$ cat config.mk
export PLATFORM = sky130hd
export DESIGN_NAME = cht_ram
export DESIGN_NICKNAME = d
export VERILOG_FILES = /design/src/cht_ram.sv
export SDC_FILE = /design/constraint.sdc
export NUM_CORES = 1
export LEC_CHECK = 0
export ABC_CLOCK_PERIOD_IN_PS = 1500
export BUFFER_PORTS_ARGS = -buffer_cell sky130_fd_sc_hd__buf_2
export CAP_MARGIN = 10
export CORE_ASPECT_RATIO = 2
export CORE_MARGIN = 8
export CORE_UTILIZATION = 57
export CTS_BUF_LIST = sky130_fd_sc_hd__clkbuf_8
export DETAILED_ROUTE_END_ITERATION = 10
export GPL_ROUTABILITY_DRIVEN = 0
export MAX_ROUTING_LAYER = met4
export PLACE_DENSITY = 0.88
export SYNTH_ARGS = -nofsm -noshare
export SYNTH_HDL_FRONTEND = slang
export SYNTH_SLANG_ARGS = --single-unit
$ cat constraint.sdc
create_clock -name clock -period 1.5 [get_ports clock]
set_input_delay 0 -clock clock [delete_from_list [all_inputs] [get_ports clock]]
set_output_delay 0 -clock clock [all_outputs]
set_load 0.05 [all_outputs]
$ cat src/cht_ram.sv
// Generic simple dual-port RAM: one write port, one read port, registered read.
// Depends on nothing.
module cht_ram #(
   parameter int WIDTH = 8,
   parameter int DEPTH = 16,
   localparam int AW = (DEPTH > 1) ? $clog2(DEPTH) : 1
) (
   input  logic             clock,
   input  logic             wr_en,
   input  logic [AW-1:0]    wr_addr,
   input  logic [WIDTH-1:0] wr_data,
   input  logic [AW-1:0]    rd_addr,
   output logic [WIDTH-1:0] rd_data
);

   logic [WIDTH-1:0] mem [DEPTH];
   logic [WIDTH-1:0] rd_data_ff;

   always_ff @(posedge clock) begin
      if (wr_en) begin
         mem[wr_addr] <= wr_data;
      end
      rd_data_ff <= mem[rd_addr];
   end

   assign rd_data = rd_data_ff;

endmodule

==> results.toml <==
[outcome]
status = "finished, final reports clean"

[pwr]
switching_power_mw = 1.71
report.power.total_mw = 7.62
worst_ir_drop_vdd_mv = 0.960
internal_power_mw = 5.92
power.density_cell_area_nw_per_um2 = 1270
p_seq_frac = 0.560
power_switching_share = 0.224
proportion_of_power_drawn_by_the_clock_network = 0.374
power.leakage_nw = 2.08
comb_power_share = 0.066

[sta]
hold_viol_final = 0
setup-violations-final = 0
clock_period_minus_final_worst_setup_slack_ns = 1.43
slew_headroom = 0.746
fin_setup_tns_ns = 0
rsz_0062_raised_after_global_routing = "no"
post-route-period-util = 0.951
clock-skew-final_ns = 0.0127
max_slew.worst_pin.slew_ns = 0.381
clock.fmax_ghz = 0.701
timing_max_transition_violations_final = 0

[cells_and_area]
antennaDiodeCount = 0
area_taken_by_flip_flops_and_latches_sq_um = 4000
mostFrequentLayoutCell = "sky130_fd_sc_hd__edfxtp_1"
multi_input_logic_area_sq_um = 1060
finalNetCount = 316
n_fill_cell = 515
area_growth_syn_to_layout_pct = 16.9
post_route_cells_drive_above_1_share = 0.322
final_core_utilization = 0.677
final_cell_mix = "sky130_fd_sc_hd__edfxtp_1 (128), sky130_fd_sc_hd__buf_2 (25), sky130_fd_sc_hd__buf_4 (24), sky130_fd_sc_hd__mux4_2 (18), sky130_fd_sc_hd__clkbuf_8 (17)"

[floorplan]
row_count = 49
die_h_um = 150
initial_utilization = 0.579
floorplan.die_area_sq_um = 12500
num_io_pins = 26
core_sq_um = 8890
die_w_um = 83.2

[worst_setup_path]
critical_path.reg2reg.startpoint = "mem[2][1]"
worstPathRequired_ns = 1.82
timing.rr.end = "rd_data[1]"
path_cells = "mux4_1 -> a22oi_1 -> nand2_1"
worstSetupStartpointType = "flop"
critical_path_fanouts_max = 1
crit_path_largest_cell_delay_ns = 0.50
worst_ep_arrival_time_ns = 1.75
worst-r2r-setup-slack_ns = 0.07
crit_path_end_kind = "flop"
crit_path_start = "mem[2][1]"
setup.worst_path.class = "reg -> reg"
cp-endpoint = "rd_data[1]"
crit_slowest_cell = "sky130_fd_sc_hd__mux4_1"
reg2reg_depth = 3

[global_route]
grt_first_pass_wirelength_um = 15000
first_global_vias = 2673
grt_overflow_total = 0
globalRouteTotalUtil = 0.169
grt_antenna_before_repair = 0
pin_count_of_the_biggest_net_entering_global_routing = 33

[detailed_routing]
detail_route.first_pass.iterations = 4
detailedRoute.firstIterationViolations = 202
drc = 0
route.final.wire_length_um = 9710
detailroute.via_count = 2479
routed_via_density = 6.00
drtAntennaViolNets = 0
post_drt_wl_per_cell_um = 23.5

[placed_design]
port_buffers = 25
hpwl_um = 6720

[logic_synthesis]
synth_top_area_cell = "sky130_fd_sc_hd__edfxtp_1"
synth.ff_latch_count = 136
synth_top_area_frac = 0.747
synthesis.area_per_instance_sq_um = 22.5
yosysUniqueCellTypes = 19
post_synth_inst_count = 229
synth.top_cells.by_area = "sky130_fd_sc_hd__edfxtp_1 (75%), sky130_fd_sc_hd__mux4_2 (7.9%), sky130_fd_sc_hd__mux4_1 (7.1%), sky130_fd_sc_hd__dfxtp_1 (3.1%), sky130_fd_sc_hd__a22oi_1 (2.3%)"
ys_seq_area_frac = 0.778
yosys_warnings = 0
netlist_area_sq_um = 5150
syn_nets = 247

[clock_tree]
postCtsResizedCells = 0
htreeDepth = 4
cts_post_setup_buffers_inserted = 0
clk_sink_count = 136
cts_hold_buffers = 8
clock_transition_at_path_regs_ns = 0.08
cts_tree = "yes"
cts-root-to-sink-buffers = 2
cts.root.buffer_cell = "sky130_fd_sc_hd__clkbuf_8"
worst_skew_pair.late_latency_ns = 0.43
tritoncts.num_buffers = 17

[hold_path]
hold_path_class = "in -> reg"

[run]
cap_viol_max_count = 0
-- area by class of cell --
class,instances,share of cell area
timing repair buffer,60,0.0740
sequential,136,0.665
clock buffer,17,0.0389
clock inverter,15,0.0252
multi-input combinational,83,0.176
tap,102,0.0212
-- cell usage after synthesis, drive strengths merged --
library cell   number
a22oi              16
and2                1
and2b               1
buf                 7
clkdlybuf4s25       3
dfxtp               8
edfxtp            128
mux4               32
nand2               9
nand2b              2
nand3               1
nand3b              2
nor2               13
nor2b               1
nor3                4
or3b                1
-- how the worst min path moves through the flow --
stage                          start   endpoint  slack [ns]  cells past startpoint
final                     wr_addr[1]  mem[4][6]        0.12                      3
after global routing      wr_addr[0]  mem[4][6]        0.11                      3
after CTS                 wr_addr[0]  mem[4][6]        0.08                      3
after detailed placement  wr_data[5]  mem[4][5]        0.40                      1
after global placement    wr_data[5]  mem[5][5]        0.37                      1
after floorplan           wr_data[0]  mem[0][0]         0.1                      0
-- worst max-delay path: cells and delay by family (launching register included) --
family          cells  cell delay (ns)
simple gates        1             0.10
flops               1             0.39
compound gates      1             0.33
mux                 1             0.50
-- flip-flops by register name, summed over array words and instances (netlist names) --
signal,count
rd_data,8
mem,128
-- power by group through the flow --
stage                     sequential, mW  combinational [mW]  clock (mW)
after global routing                4.27               0.539        3.04
after floorplan                     4.43               0.216           0
after global placement              4.35               0.478           0
after detailed placement            4.35               0.494           0
final                               4.27               0.505        2.85
after CTS                           4.27               0.512        2.90
-- per-stage QoR --
| stage | cell area [sq um] | worst slack [ns] | std cells | hold WS, ns |
|---|---|---|---|---|
| after floorplan | 5150 | 0.00713 | 229 | 0.0989 |
| after global placement | 5550 | 0.0151 | 373 | 0.373 |
| after detailed placement | 5550 | 0.00485 | 373 | 0.395 |
| after CTS | 6020 | 0.0576 | 413 | 0.0820 |
| after global routing | 6020 | 0.0716 | 413 | 0.113 |
| final | 6020 | 0.0736 | 413 | 0.125 |
-- routing by layer --
| layer | routed length, um | global-route usage | part of all wire | vias to the layer above |
|---|---|---|---|---|
| met5 | 0 | - | 0 | - |
| met2 | 5540 | 0.301 | 0.57 | 109 |
| met4 | 227 | 0.0912 | 0.023 | 0 |
| met3 | 433 | 0.0401 | 0.045 | 23 |
| li1 | - | - | - | 1110 |
| met1 | 3510 | 0.166 | 0.36 | 1237 |
-- kinds of logic after synthesis --
logic type | count (synthesis) | share of synthesized area
flops | 136 | 0.778
simple gates | 35 | 0.0318
mux | 32 | 0.150
compound gates | 16 | 0.0233
buf+inv | 10 | 0.0168
No activity file was read; power rests on OpenSTA's default activity.
