==> src/cht_pkg.sv <==
// Shared types, codes and constants of the chained hash table.
// No dependencies; every other file of the block except cht_ram refers to it by scoped names.
package cht_pkg;

   localparam int NUM_BUCKETS_DEFAULT    = 256;
   localparam int ENTRY_CAPACITY_DEFAULT = 1024;

   localparam int KEY_W    = 32;
   localparam int VALUE_W  = 32;
   localparam int STATUS_W = 3;
   localparam int TOTAL_W  = 11;

   localparam logic [KEY_W-1:0] HASH_MULT = 32'd2654435761;
   localparam logic [KEY_W-1:0] HASH_MOD  = 32'hffff_ffff;

   // bucket reduction for non power-of-two bucket counts: 4-bit digits
   localparam int DIGIT_W     = 4;
   localparam int HASH_DIGITS = KEY_W / DIGIT_W;
   localparam int DIGIT_CNT_W = $clog2(HASH_DIGITS + 1);

   localparam logic CMD_INSERT = 1'b0;
   localparam logic CMD_LOOKUP = 1'b1;

   typedef enum logic [STATUS_W-1:0] {
      STAT_NEW     = 3'd0,
      STAT_UPDATED = 3'd1,
      STAT_FOUND   = 3'd2,
      STAT_MISSING = 3'd3,
      STAT_FULL    = 3'd4
   } status_type;

   typedef enum logic [2:0] {
      ST_CLEAR,
      ST_IDLE,
      ST_HASH,
      ST_HEAD,
      ST_WALK,
      ST_DECIDE,
      ST_LINK
   } state_type;

endpackage

==> src/cht_hash.sv <==
// Bucket hash: (key * HASH_MULT) mod 0xffffffff, then mod NUM_BUCKETS.
// Depends on cht_pkg. Power-of-two bucket counts mask; others reduce one digit a cycle.
module cht_hash #(
   parameter int NUM_BUCKETS = cht_pkg::NUM_BUCKETS_DEFAULT,
   localparam int BKT_W = (NUM_BUCKETS > 1) ? $clog2(NUM_BUCKETS) : 1
) (
   input  logic                      clock,
   input  logic                      reset,
   input  logic                      start,
   input  logic [cht_pkg::KEY_W-1:0] key,
   output logic                      done,
   output logic [BKT_W-1:0]          bucket
);

   localparam int KW = cht_pkg::KEY_W;
   localparam bit IS_POW2 = (NUM_BUCKETS & (NUM_BUCKETS - 1)) == 0;

   logic [2*KW-1:0] prod_ff, prod_in;
   logic [KW:0]     sum_ff, sum_in;
   logic            v1_ff, v2_ff;
   logic [KW:0]     sum_sub;
   logic [KW-1:0]   h_mod;

   assign prod_in = (2*KW)'(key) * (2*KW)'(cht_pkg::HASH_MULT);
   assign sum_in  = {1'b0, prod_ff[2*KW-1:KW]} + {1'b0, prod_ff[KW-1:0]};
   assign sum_sub = sum_ff - {1'b0, cht_pkg::HASH_MOD};
   assign h_mod   = (sum_ff >= {1'b0, cht_pkg::HASH_MOD}) ? sum_sub[KW-1:0] : sum_ff[KW-1:0];

   always_ff @(posedge clock) begin
      if (reset) begin
         v1_ff <= 1'b0;
         v2_ff <= 1'b0;
      end else begin
         v1_ff <= start;
         v2_ff <= v1_ff;
      end
      prod_ff <= prod_in;
      sum_ff  <= sum_in;
   end

   generate
      if (IS_POW2) begin : g_mask
         logic [KW-1:0]    masked;
         logic [BKT_W-1:0] bucket_ff;
         logic             done_ff;

         assign masked = h_mod & KW'(NUM_BUCKETS - 1);

         always_ff @(posedge clock) begin
            if (reset) begin
               done_ff <= 1'b0;
            end else begin
               done_ff <= v2_ff;
            end
            if (v2_ff) begin
               bucket_ff <= masked[BKT_W-1:0];
            end
         end

         assign done   = done_ff;
         assign bucket = bucket_ff;
      end else begin : g_digit
         localparam int XW = BKT_W + cht_pkg::DIGIT_W;

         logic [KW-1:0]                   sh_ff, sh_in;
         logic [BKT_W-1:0]                rem_ff, rem_in;
         logic [cht_pkg::DIGIT_CNT_W-1:0] cnt_ff, cnt_in;
         logic                            done_ff, done_in;
         logic [XW-1:0]                   x, r;

         always_comb begin
            x = {rem_ff, sh_ff[KW-1 -: cht_pkg::DIGIT_W]};
            r = x;
            for (int q = 1; q < (1 << cht_pkg::DIGIT_W); q++) begin
               if (x >= XW'(q * NUM_BUCKETS)) begin
                  r = x - XW'(q * NUM_BUCKETS);
               end
            end
            sh_in   = sh_ff;
            rem_in  = rem_ff;
            cnt_in  = cnt_ff;
            done_in = 1'b0;
            if (v2_ff) begin
               sh_in  = h_mod;
               rem_in = '0;
               cnt_in = cht_pkg::DIGIT_CNT_W'(cht_pkg::HASH_DIGITS);
            end else if (cnt_ff != '0) begin
               sh_in   = sh_ff << cht_pkg::DIGIT_W;
               rem_in  = r[BKT_W-1:0];
               cnt_in  = cnt_ff - cht_pkg::DIGIT_CNT_W'(1);
               done_in = (cnt_ff == cht_pkg::DIGIT_CNT_W'(1));
            end
         end

         always_ff @(posedge clock) begin
            if (reset) begin
               cnt_ff  <= '0;
               done_ff <= 1'b0;
            end else begin
               cnt_ff  <= cnt_in;
               done_ff <= done_in;
            end
            sh_ff  <= sh_in;
            rem_ff <= rem_in;
         end

         assign done   = done_ff;
         assign bucket = rem_ff;
      end
   endgenerate

endmodule

==> config.mk <==
export PLATFORM = sky130hd
export DESIGN_NAME = cht_hash
export DESIGN_NICKNAME = d
export VERILOG_FILES = /design/src/cht_pkg.sv /design/src/cht_hash.sv
export SDC_FILE = /design/constraint.sdc
export NUM_CORES = 1
export LEC_CHECK = 0
export BUFFER_PORTS_ARGS = -buffer_cell sky130_fd_sc_hd__buf_2
export CORE_ASPECT_RATIO = 0.75
export CORE_MARGIN = 1
export CORE_UTILIZATION = 55
export DETAILED_ROUTE_END_ITERATION = 8
export PLACE_DENSITY = 0.75
export REMOVE_ABC_BUFFERS = 1
export SLEW_MARGIN = 20
export SYNTH_ARGS = -nofsm -noshare
export SYNTH_HDL_FRONTEND = slang
export SYNTH_SLANG_ARGS = --single-unit
==> constraint.sdc <==
create_clock -name clock -period 8.3 [get_ports clock]
set_input_delay 1.66 -clock clock [delete_from_list [all_inputs] [get_ports clock]]
set_output_delay 1.66 -clock clock [all_outputs]
set_load 0.05 [all_outputs]
==> flow_metrics.tcl, run 1 <==
set metrics [dict create \
    status "finished, final reports clean" \
    synth_seq_cells 108 \
    cp_max_fo 6 \
    drive_above_1_share_pct 16.2 \
    initial_core_util_pct 56.4 \
    synth-warning-count 0 \
    vias_per_cell 5.35 \
    cts.sinks 108 \
    path_clk_slew_ps 70 \
    synth_most_common_cell "inv_1" \
    die_w_um 240 \
    fmax_ghz 0.122 \
    antenna_found_initial 0 \
    vias 17200 \
    max_slew_margin_pct 61.8 \
    regToRegStartpoint "prod_ff[38]$_DFF_P_" \
    avgSynthCellArea_um2 9.95 \
    grt_pass1_wl_um 103000 \
    cp-start-kind "primary input" \
    synth_edf_count 8 \
    cts_tree "built" \
    gr-usage-all-layers_pct 32.0 \
    synth_common_cells "723 x inv_1, 458 x fa_1, 430 x ha_1" \
    crit_type "in2reg" \
    synth.distinct_cells 61 \
    synth-async-reset-ratio_pct 0 \
    hp-start "v1_ff$_SDFF_PP0_" \
    first_global_vias 18400 \
    fin_crit_sh_pct 98.4 \
    use_met3_pct 10.4 \
    hold_viol_final 0 \
    met2_usage_pct 48.7 \
    diodes 0 \
    fill_cells 3276 \
    required_ps 8530 \
    rsz0062_at_grt "true" \
    wirelength_um 67100 \
    drt_iter0_drc 1283 \
    numCtsBuffers 9 \
    clock_path_buffers 2 \
    nets 3568 \
    gp_congestion 1.07 \
    post-route-min-period_ps 8170 \
    worstSetupEndpointType "flip-flop" \
    synth_top_area_share_pct 39.4 \
    routedWlPerCell_um 20.9 \
    stdcell_area_um2 27000 \
    yosysTopAreaCell "fa_1" \
    syn_inst 2338 \
    synth-main-ff-cell "dfxtp_1" \
    finalSetupViolCount 0 \
    fin_skew_ps 6.66 \
    core-area_um2 41200 \
    cap_viol_max_count 0 \
    min_path_type "reg2reg" \
    grt.busiest_layer "met2" \
    ys_top_cells_by_area "fa_1 39%, ha_1 23%, inv_1 12%" \
    hold_depth 1 \
    holdBufCountCts 0 \
    die-area_um2 43100 \
    arrival_ps 8400 \
    grt_use_met1_pct 44.3 \
    slew_violations 0 \
    worst-r2r-cell-count 10 \
    clock-root-buffer "clkbuf_16" \
    num_rows 64 \
    crit_path_start "key[26]" \
    worstMarginPinSlew_ps 558 \
    dpl.hpwl_um 60900 \
    htree_num_levels 3 \
    place_area_um2 26100 \
    drtPass1Iterations 7 \
    drc 0 \
    syn_to_final_growth_pct 15.9 \
    ant_nets 0 \
    io_pins 44 \
    gr-total-overflow 0 \
    clk_latency_ps 350 \
    syn_area_um2 23300 \
    die_h_um 180 \
    grt_max_degree 19 \
    ys_seq_area_share_pct 9.63 \
    port_buffers 43 \
]
-- routing by layer --
metal | vias up | wire (um) | share of wire (%)
met5 | - | 0 | 0
met4 | 0 | 1680 | 2.5
met3 | 108 | 7000 | 10
met2 | 710 | 29400 | 44
met1 | 8522 | 29000 | 43
li1 | 7850 | - | -
-- stage by stage --
step           hold WS, ps  std cells  utilization, %  setup slack (ps)  TNS [ps]
4_1_cts                457       3197            64.2              1.61         0
2_1_floorplan          414       2312               -               140         0
6_report               450       3211            65.4               129         0
5_1_grt                480       3211            65.4             -33.4      -102
3_3_place_gp           424       3178            63.2              -471     -6370
3_5_place_dp           442       3178            63.2              -522     -7230
-- what timing repair did --
item / in CTS / in global routing
endpoints found under the setup margin: 9 / 23
pin swaps: 7 / 62
resized for setup: 20 / 95
buffers inserted: 3 / 15
-- registers in the layout, summed over array words and instances, names as in the netlist --
| signal | flops |
|---|---|
| v1_ff | 1 |
| done | 1 |
| bucket | 8 |
| prod_ff | 64 |
| sum_ff | 33 |
| v2_ff | 1 |
-- final timing paths --
| path | endpoint | slack [ps] |
|---|---|---|
| worst max-delay path | prod_ff[60]$_DFF_P_ | 130 |
| worst min-delay path | v2_ff$_SDFF_PP0_ | 450 |
| worst max register to register | sum_ff[27]$_DFF_P_ | 4950 |
| worst min register to register | v2_ff$_SDFF_PP0_ | 450 |
-- cells in the final DEF, fill, tap and decap left out, drive strengths merged, types with 4 or more instances in the layout --
master / count
inv: 721
fa: 458
ha: 430
buf: 320
dfxtp: 100
a21oi: 87
nand2: 65
o21ai: 61
xnor2: 60
nor2: 47
a21o: 40
xor2: 31
nand4: 25
nand3: 20
a31oi: 18
o21bai: 15
nor2b: 14
clkbuf: 13
o21a: 9
nand2b: 9
nor3: 9
edfxtp: 8
and2: 7
o31ai: 7
clkinvlp: 6
a211o: 5
and3: 5
o31a: 5
nor4: 5
a211oi: 4
-- critical path, stage by stage --
cell and delay [ps]:
buf_2 200, fa_1 610, inv_1 60, fa_1 480, inv_1 80, fa_1 580, fa_1 440, fa_1 560
fa_1 440, fa_1 440, ha_1 290, ha_1 280, buf_4 160, a311o_1 410, or4_1 450, nor3b_2 300
a31oi_4 160, a221oi_4 350, o31a_2 200, o21bai_1 90, xor2_1 150
-- cell type report --
type	count	area, um2	share of cell area [%]
tap	561	702	2.60
inverter	723	2740	10.2
timing repair buffer	322	2420	8.97
clock inverter	5	40.0	0.148
clock buffer	11	264	0.979
multi-input combinational	1481	18600	68.8
sequential	108	2240	8.31
-- kinds of logic (layout without fill, tap and decap cells) --
| group | count (synthesis) | after routing | synth area share, % |
|---|---|---|---|
| compound gates | 280 | 280 | 7.59 |
| xor+xnor | 91 | 91 | 3.42 |
| fa+ha+maj | 888 | 888 | 62.5 |
| buf+inv | 749 | 1061 | 12.1 |
| flops | 108 | 108 | 9.63 |
| mux | 1 | 1 | 0.0484 |
| simple gates | 221 | 221 | 4.69 |
Power of run 1 is left out: the tool's default activity adds up to more than one toggle a clock period on the data nets, which glitch-free logic cannot reach.
==> run 2, diff against run 1 <==
--- a/config.mk
+++ b/config.mk
@@ -10,6 +10,7 @@
 export CORE_MARGIN = 1
 export CORE_UTILIZATION = 55
 export DETAILED_ROUTE_END_ITERATION = 8
+export GPL_TIMING_DRIVEN = 0
 export PLACE_DENSITY = 0.75
 export REMOVE_ABC_BUFFERS = 1
 export SLEW_MARGIN = 20
==> flow_metrics.tcl, run 2 (synthesized netlist as in run 1, its figures left out) <==
set metrics [dict create \
    worstSetupEndpointType "flip-flop" \
    die-area_um2 43100 \
    rsz0062_at_grt "true" \
    setup_ws_ps -37.6 \
    preCtsSetupSlack_ps -1310 \
    fmax_ghz 0.120 \
    vias_per_cell 5.42 \
    whs_ps 451 \
    worst-r2r-cell-count 10 \
    die_h_um 180 \
    port_buffers 43 \
    slew_violations 0 \
    antenna_found_initial 0 \
    gp_congestion 1.00 \
    post-route-min-period_ps 8340 \
    drt_iter0_drc 1288 \
    final_cell_mix "699 x inv_1, 444 x fa_1, 413 x ha_1, 100 x dfxtp_1, 82 x a21oi_1" \
    hold_depth 1 \
    min_delay_worst_endpoint "v2_ff$_SDFF_PP0_" \
    clock_path_buffers 2 \
    syn_to_final_growth_pct 9.72 \
    r2r_setup_slack_ps 4980 \
    stdcell_area_um2 25500 \
    max_slew_margin_pct 62.7 \
    rr_endpoint "sum_ff[27]$_DFF_P_" \
    numCtsBuffers 9 \
    grt_max_degree 19 \
    required_ps 8530 \
    worstMarginPinSlew_ps 554 \
    fill_cells 3378 \
    initial_core_util_pct 56.4 \
    min_path_type "reg2reg" \
    num_rows 64 \
    routedWlPerCell_um 20.0 \
    gr-usage-all-layers_pct 28.4 \
    clk_latency_ps 350 \
    hold_viol_final 0 \
    failed_checks "setup timing" \
    regMostFlops "prod_ff" \
    vias 16200 \
    regToRegStartpoint "prod_ff[38]$_DFF_P_" \
    htree_num_levels 3 \
    drc 0 \
    finalSetupViolCount 2 \
    gr-total-overflow 0 \
    arrival_ps 8560 \
    status "complete, but fails checks" \
    hp-start "v1_ff$_SDFF_PP0_" \
    nets 3346 \
    drive_above_1_share_pct 8.90 \
    ant_nets 0 \
    diodes 0 \
    layout_commonest_cell "inv_1" \
    dpl.hpwl_um 51900 \
    drtPass1Iterations 5 \
    cts.sinks 108 \
    path_clk_slew_ps 70 \
    cp-start-kind "primary input" \
    cts_tree "built" \
    clock-root-buffer "clkbuf_16" \
    crit_type "in2reg" \
    fin_skew_ps 10.9 \
    io_pins 44 \
    place_area_um2 24100 \
    first_global_vias 17200 \
    postLayoutCoreUtil_pct 61.9 \
    cap_viol_max_count 0 \
    die_w_um 240 \
    core-area_um2 41200 \
    cp_max_fo 12 \
    largest_register_ffs 64 \
    grt_pass1_wl_um 93100 \
    wirelength_um 59800 \
    fin_crit_sh_pct 100 \
]
## run 2: cell count changes in the layout (fill, tap and decap cells not counted), moves of 3 or more
cell	change
buf_2	-26
ha_1	-8
clkinv_4	+3
fa_2	-6
clkinvlp_4	+8
ha_4	+6
fa_1	+6
buf_4	-205
inv_4	-4
inv_2	-6
buf_6	+6
## run 2: layout make-up
type / instances / area, um2 / share of cell area (%)
Tap cell: 561 / 702 / 2.75
Clock buffer: 9 / 225 / 0.882
Sequential cell: 108 / 2240 / 8.78
Clock inverter: 7 / 51.3 / 0.201
Timing Repair Buffer: 100 / 882 / 3.45
Inverter: 723 / 2770 / 10.8
Multi-Input combinational cell: 1481 / 18700 / 73.1
## run 2: worst max-delay path: stages
cell and delay, ps:
buf_4 210, fa_1 530, inv_1 60, fa_1 520, inv_1 70, fa_1 530, inv_1 50, fa_1 520
inv_1 60, fa_1 440, fa_1 430, fa_1 460, ha_1 330, ha_4 260, a21o_1 200, a311o_1 390
or4_4 540, nor3b_4 290, a31oi_4 140, a221oi_4 390, o31a_2 230, o21bai_1 80, xor2_1 150
## run 2: timing repair
action / 4_1_cts / 5_1_grt
cloned: 0 / 0
hold buffers: 0 / 0
pin swaps: 14 / 46
resized for setup: 114 / 76
endpoints found under the setup margin: 27 / 23
setup buffers: 17 / 40
## run 2: worst max-delay path by stage
stage                          endpoint  slack, ps  depth (start not counted)  startpoint
CTS                 prod_ff[63]$_DFF_P_        -30                         27      key[4]
floorplan           prod_ff[60]$_DFF_P_        140                         22     key[22]
global route        prod_ff[63]$_DFF_P_       -260                         26     key[19]
global placement    prod_ff[63]$_DFF_P_      -1240                         26     key[18]
finish              prod_ff[60]$_DFF_P_        -40                         23     key[24]
detailed placement  prod_ff[63]$_DFF_P_      -1310                         26     key[18]
## run 2: through the flow
step / setup TNS, ps / std cells
after global placement: -19130 / 2916
after CTS: -31.9 / 2949
after detailed placement: -21590 / 2916
after floorplan: 0 / 2312
final: -59.1 / 2989
after global routing: -1030 / 2989
## run 2: layer usage
metal	up-vias	share of wire (%)	track usage [%]
met5	-	0	0
met4	0	2.4	6.38
met3	99	9.8	8.95
met2	656	43	42.9
met1	8047	44	40.0
li1	7401	-	-
Power of run 2 is left out for the same reason.
